`src/rtl/core/gf2_innovative_vector_check_top_defines.svh`:
```
// Assertion macros shared by the GF(2) innovative vector check RTL.
`ifndef GF2_INNOVATIVE_VECTOR_CHECK_TOP_DEFINES_SVH
`define GF2_INNOVATIVE_VECTOR_CHECK_TOP_DEFINES_SVH
`ifndef SYNTHESIS
`define GVC_ASSERT_IMM(label, ante, cons) \
  label: assert property (@(posedge clk) disable iff (rst) (ante) |-> (cons)) \
    else $error("gvc check failed");
`define GVC_ASSERT_NXT(label, ante, cons) \
  label: assert property (@(posedge clk) disable iff (rst) (ante) |=> (cons)) \
    else $error("gvc check failed");
`else
`define GVC_ASSERT_IMM(label, ante, cons)
`define GVC_ASSERT_NXT(label, ante, cons)
`endif
`endif

```
`src/rtl/core/gvc_pkg.sv`:
```
// Package with item types, microcode types and the microcode table.
package gvc_pkg;

  typedef struct packed {
    logic        req_type;
    logic [3:0]  receiver;
    logic [39:0] coeff_vector;
  } gvc_req_t;

  typedef struct packed {
    logic       innovative;
    logic [5:0] rank_now;
    logic       full_res;
  } gvc_res_t;

  typedef enum logic [2:0] {
    S_INIT  = 3'd0,
    S_IDLE  = 3'd1,
    S_CHECK = 3'd2,
    S_LOAD  = 3'd3,
    S_LOOP  = 3'd4,
    S_STORE = 3'd5,
    S_CLEAR = 3'd6,
    S_RESP  = 3'd7
  } gvc_step_t;

  typedef enum logic [2:0] {
    C_NEVER  = 3'd0,
    C_ALWAYS = 3'd1,
    C_WAIT   = 3'd2,
    C_SWEEP  = 3'd3,
    C_OOR    = 3'd4,
    C_CLEAR  = 3'd5,
    C_LOOP   = 3'd6
  } gvc_cond_t;

  typedef struct packed {
    logic      idle;
    logic      sweep;
    logic      meta_rd;
    logic      meta_ld;
    logic      meta_clr;
    logic      row_first;
    logic      row_step;
    logic      store;
    logic      resp;
    gvc_cond_t cond;
    gvc_step_t target;
  } gvc_ctrl_t;

  typedef struct packed {
    logic sweep_more;
    logic oor;
    logic clear;
    logic p_nz;
  } gvc_stat_t;

  function automatic gvc_ctrl_t gvc_ucode(gvc_step_t s);
    gvc_ctrl_t c;
    c = '0;
    unique case (s)
      S_INIT: begin
        c.sweep = 1'b1;
        c.cond = C_SWEEP;
        c.target = S_INIT;
      end
      S_IDLE: begin
        c.idle = 1'b1;
        c.cond = C_WAIT;
        c.target = S_IDLE;
      end
      S_CHECK: begin
        c.meta_rd = 1'b1;
        c.cond = C_OOR;
        c.target = S_RESP;
      end
      S_LOAD: begin
        c.meta_ld = 1'b1;
        c.row_first = 1'b1;
        c.cond = C_CLEAR;
        c.target = S_CLEAR;
      end
      S_LOOP: begin
        c.row_step = 1'b1;
        c.cond = C_LOOP;
        c.target = S_LOOP;
      end
      S_STORE: begin
        c.store = 1'b1;
        c.cond = C_ALWAYS;
        c.target = S_RESP;
      end
      S_CLEAR: begin
        c.meta_clr = 1'b1;
        c.cond = C_NEVER;
        c.target = S_RESP;
      end
      S_RESP: begin
        c.resp = 1'b1;
        c.cond = C_ALWAYS;
        c.target = S_IDLE;
      end
      default: begin
        c.cond = C_ALWAYS;
        c.target = S_IDLE;
      end
    endcase
    return c;
  endfunction

endpackage

```
`src/rtl/core/gvc_seq.sv`:
```
// Microcode sequencer: step counter, control table lookup and conditional jumps.
module gvc_seq
  import gvc_pkg::*;
(
  input  logic      clk,
  input  logic      rst,
  input  logic      start,
  input  gvc_stat_t stat,
  output gvc_ctrl_t ctrl
);

  gvc_step_t step;
  gvc_step_t step_next;
  logic      take;

  always_comb begin
    ctrl = gvc_ucode(step);
  end

  always_comb begin
    unique case (ctrl.cond)
      C_NEVER:  take = 1'b0;
      C_ALWAYS: take = 1'b1;
      C_WAIT:   take = !start;
      C_SWEEP:  take = stat.sweep_more;
      C_OOR:    take = stat.oor;
      C_CLEAR:  take = stat.clear;
      C_LOOP:   take = stat.p_nz;
      default:  take = 1'b1;
    endcase
    step_next = take ? ctrl.target : gvc_step_t'(3'(step + 3'd1));
  end

  always_ff @(posedge clk) begin
    if (rst) begin
      step <= S_INIT;
    end else begin
      step <= step_next;
    end
  end

endmodule

```
`config.mk`:
```
export PLATFORM = sky130hd
export DESIGN_NAME = gvc_seq
export DESIGN_NICKNAME = d
export VERILOG_FILES = /design/src/rtl/core/gf2_innovative_vector_check_top_defines.svh /design/src/rtl/core/gvc_pkg.sv /design/src/rtl/core/gvc_seq.sv
export SDC_FILE = /design/constraint.sdc
export NUM_CORES = 1
export LEC_CHECK = 0
export ABC_CLOCK_PERIOD_IN_PS = 3750
export BUFFER_PORTS_ARGS = -buffer_cell sky130_fd_sc_hd__buf_4
export CAP_MARGIN = 25
export CORE_AREA = 2 2 39 41
export CTS_CLUSTER_DIAMETER = 40
export DETAILED_ROUTE_END_ITERATION = 8
export DIE_AREA = 0 0 41 43
export PLACE_DENSITY = 0.61
export SLEW_MARGIN = 10
export SYNTH_ARGS = -nofsm -noshare
export SYNTH_HDL_FRONTEND = slang
export SYNTH_SLANG_ARGS = --single-unit
```
`constraint.sdc`:
```
create_clock -name clk -period 3.75 [get_ports clk]
set_input_delay 1.125 -clock clk [delete_from_list [all_inputs] [get_ports clk]]
set_output_delay 1.125 -clock clk [all_outputs]
set_load 0.05 [all_outputs]
```
Word-level counts from Yosys, hierarchy flattened --
Cells that the tools add are included.
Storage, ports and cells: register bits 3, input port bits 7, output and inout bits 15, logic and storage cells 28
Operators by class: $add $sub $neg 1, equal/unequal tests 12, muxes and demuxes 11, reductions and logical operators 3
Operators by type and width (number):
- case mux 6 bit (8 select lines) | 1
- == test 3 bit, second input constant | 7
- == test 3 x 2 -> 1 bit, second input constant | 4
- two-way mux 1 bit | 8
- logical NOT 3 bit | 2
- case mux 1 bit (6 select lines) | 1
- adder 3 x 1 -> 3 bit, second input constant | 1
- == test 3 x 1 -> 1 bit, second input constant | 1
- two-way mux 3 bit | 1
- logical NOT 1 bit | 1

Logic depth before layout (Yosys ltp) --
word-level depth 5, depth in mapped cells 9, depth with buffers taken out 9

Worst setup path after synthesis --
OpenSTA, ideal clock, no wires.
path type register -> output, start register step[0], end output ctrl[5] in the netlist's numbering, arrival time 2000 ps, data required time 2625 ps, slack 625 ps, stages on the path, launching flop included 6, path buffers 0, cells stage by stage dfxtp_1 inv_1 ha_1 nor2b_1 nor3_2 inv_1
RTL lines:
- start: declaration | RTL line gvc_seq.sv:12 | gvc_step_t step;
- start signal: assignment | RTL line gvc_seq.sv:38 | step <= step_next;
- end: declaration | RTL line gvc_seq.sv:9 | output gvc_ctrl_t ctrl

==> results.toml <==
[critical_path]
critical_path.slowest_cell = "dfxtp_1"
max_stage_delay_ns = 0.57
crit_fanout = 13
end_kind = "output port"
cp_num_buf_inv = 3
critPathTopFamily = "simple AND/OR/NAND/NOR gates"
crit_chain = "inv_1, ha_1, nor4_1, nor2_1, inv_1, buf_4"
required_ns = 2.62
cp.arrival_ns = 2.06
cp-start-kind = "register"
crit_top_cell = "inv_1"
path_class = "reg2out"

[logic_synthesis]
yosys_warnings = 0
ys_top_cells_by_area = "ha_1, dfxtp_1, inv_1"
synth_ff_type = "dfxtp_1"
post_synth.cell_area_avg_um2 = 8.667
synth_top_cell_by_area = "ha_1"
synth_area_um2 = 476.7
synth-edff-count = 0
ys_seq_area_share_pct = 12.60
synthCells = 55
synth.top_cell.area_share_pct = 15.75
ys_ff_latch = 3
async_flop_share_pct = 0
ys_types = 26
synth_nets = 68

[floorplanning]
die_x_um = 41
core_area_mm2 = 0.001384
top_level_ports = 22
die_h_um = 43
start_util_pct = 34.45
rows = 14
die-area_mm2 = 0.001763

[timing]
tns_ns = 0
hold_violations = 0
fin_skew_ns = 0.003206
maxSlewHeadroom_pct = 66.08
fin_crit_sh_pct = 84.84
fmax_ghz = 0.3143
fin_crit_ns = 3.181
rsz0062_at_grt = "no"
max_slew.worst_pin.slew_ns = 0.5049
maxSlewViolCount = 0
setup_violations = 0

[cts]
cts_num_sinks = 3
clk_path_buf_depth = 2
cts_buffers = 3
postCtsHoldBufs = 0
cts_setup_buffers = 0
ctsResizeCount = 0
clk_pin_slew_ns = 0.04
clk_latency_ns = 0.23
root_buffer = "clkbuf_4"
h-tree-depth = 1
cts_tree = "built"

[finish]
largest_reg_flops = 3
drive_gt1_share_pct = 44.87
antenna_cells = 0
layout.nets = 92
top_register = "step"
syn_to_final_growth_pct = 39.63
reg_top3 = "step: 3 flops"
most-common-layout-cells = "buf_4, inv_1, ha_1"
final_common_cell = "buf_4"
final_cells = 94

[routing]
dr.pass1.iters = 2
drt-vias-per-instance = 4.947
highest_layer = "met3"
ant_nets = 0
wl_per_cell_um = 11.90
met2_length_um = 533
totalWireLength_um = 1119
wl_met1_um = 531
dr_wl_met3_um = 54
drt_iter0_drc = 4
drc = 0
routed-via-count = 465

[placed_design]
gp_congestion = 0.6948
dp.cells = 90
io_buffers = 21
dp_hpwl_um = 922.3

[grt]
grt_overflow_total = 0
grt_antenna_before_repair = 0
grt_pass1_vias = 414
grt_pass1_wl_um = 1711
grtUsageTotal_pct = 14.13
grt_max_degree = 14

[min_path]
hp-class = "reg2reg"

[status]
status = "finished clean"

[job]
drv_cap = 0
-- area by class of cell --
type / count / area [um2]
fill: 141 / 718.2
inverter: 9 / 33.78
clock buffer: 4 / 26.28
tap: 16 / 20.02
multi-input combinational: 41 / 367.9
timing repair buffer: 21 / 157.7
sequential: 3 / 60.06
-- worst paths after layout --
kind	start	endpoint	slack, ns	cells after the start
max	step[2]$_SDFF_PP0_	ctrl[4]	0.57	6
min	step[0]$_SDFF_PP0_	step[0]$_SDFF_PP0_	0.53	1
max reg2reg	step[2]$_SDFF_PP0_	step[2]$_SDFF_PP0_	1.18	7
min reg2reg	step[0]$_SDFF_PP0_	step[0]$_SDFF_PP0_	0.53	1
-- cell families after synthesis --
kind of cell    after synthesis  share of synthesized area, %
simple gates                 21                         28.09
compound gates               11                         24.67
buf+inv                      11                         10.23
fa+ha+maj                     6                         15.75
mux                           3                         8.662
flops                         3                         12.60
-- stage by stage --
| step | hold WS (ns) | area (um2) | setup WS, ns | util, % |
|---|---|---|---|---|
| floorplan | 0.4842 | 476.7 | 0.6248 | - |
| global placement | 0.5242 | 639.4 | 0.9018 | 46.20 |
| detailed placement | 0.5361 | 639.4 | 0.8022 | 46.20 |
| CTS | 0.5410 | 665.6 | 0.5537 | 48.10 |
| global route | 0.5855 | 665.6 | 0.4537 | 48.10 |
| finish | 0.5326 | 665.6 | 0.5686 | 48.10 |
-- synth_stat cells (3+ instances only) --
cell type  count
dfxtp_1        3
ha_1           6
inv_1          8
nor2b_1        3
nor3_1         4
-- routing by layer --
metal	GRT usage, %	vias up
li1	-	240
met1	17.57	213
met2	23.13	12
met3	1.571	0
met4	6.000	0
met5	0	-
Power is not shown: default switching activity piles up to over one toggle a cycle in this logic, so the estimate is an artifact.
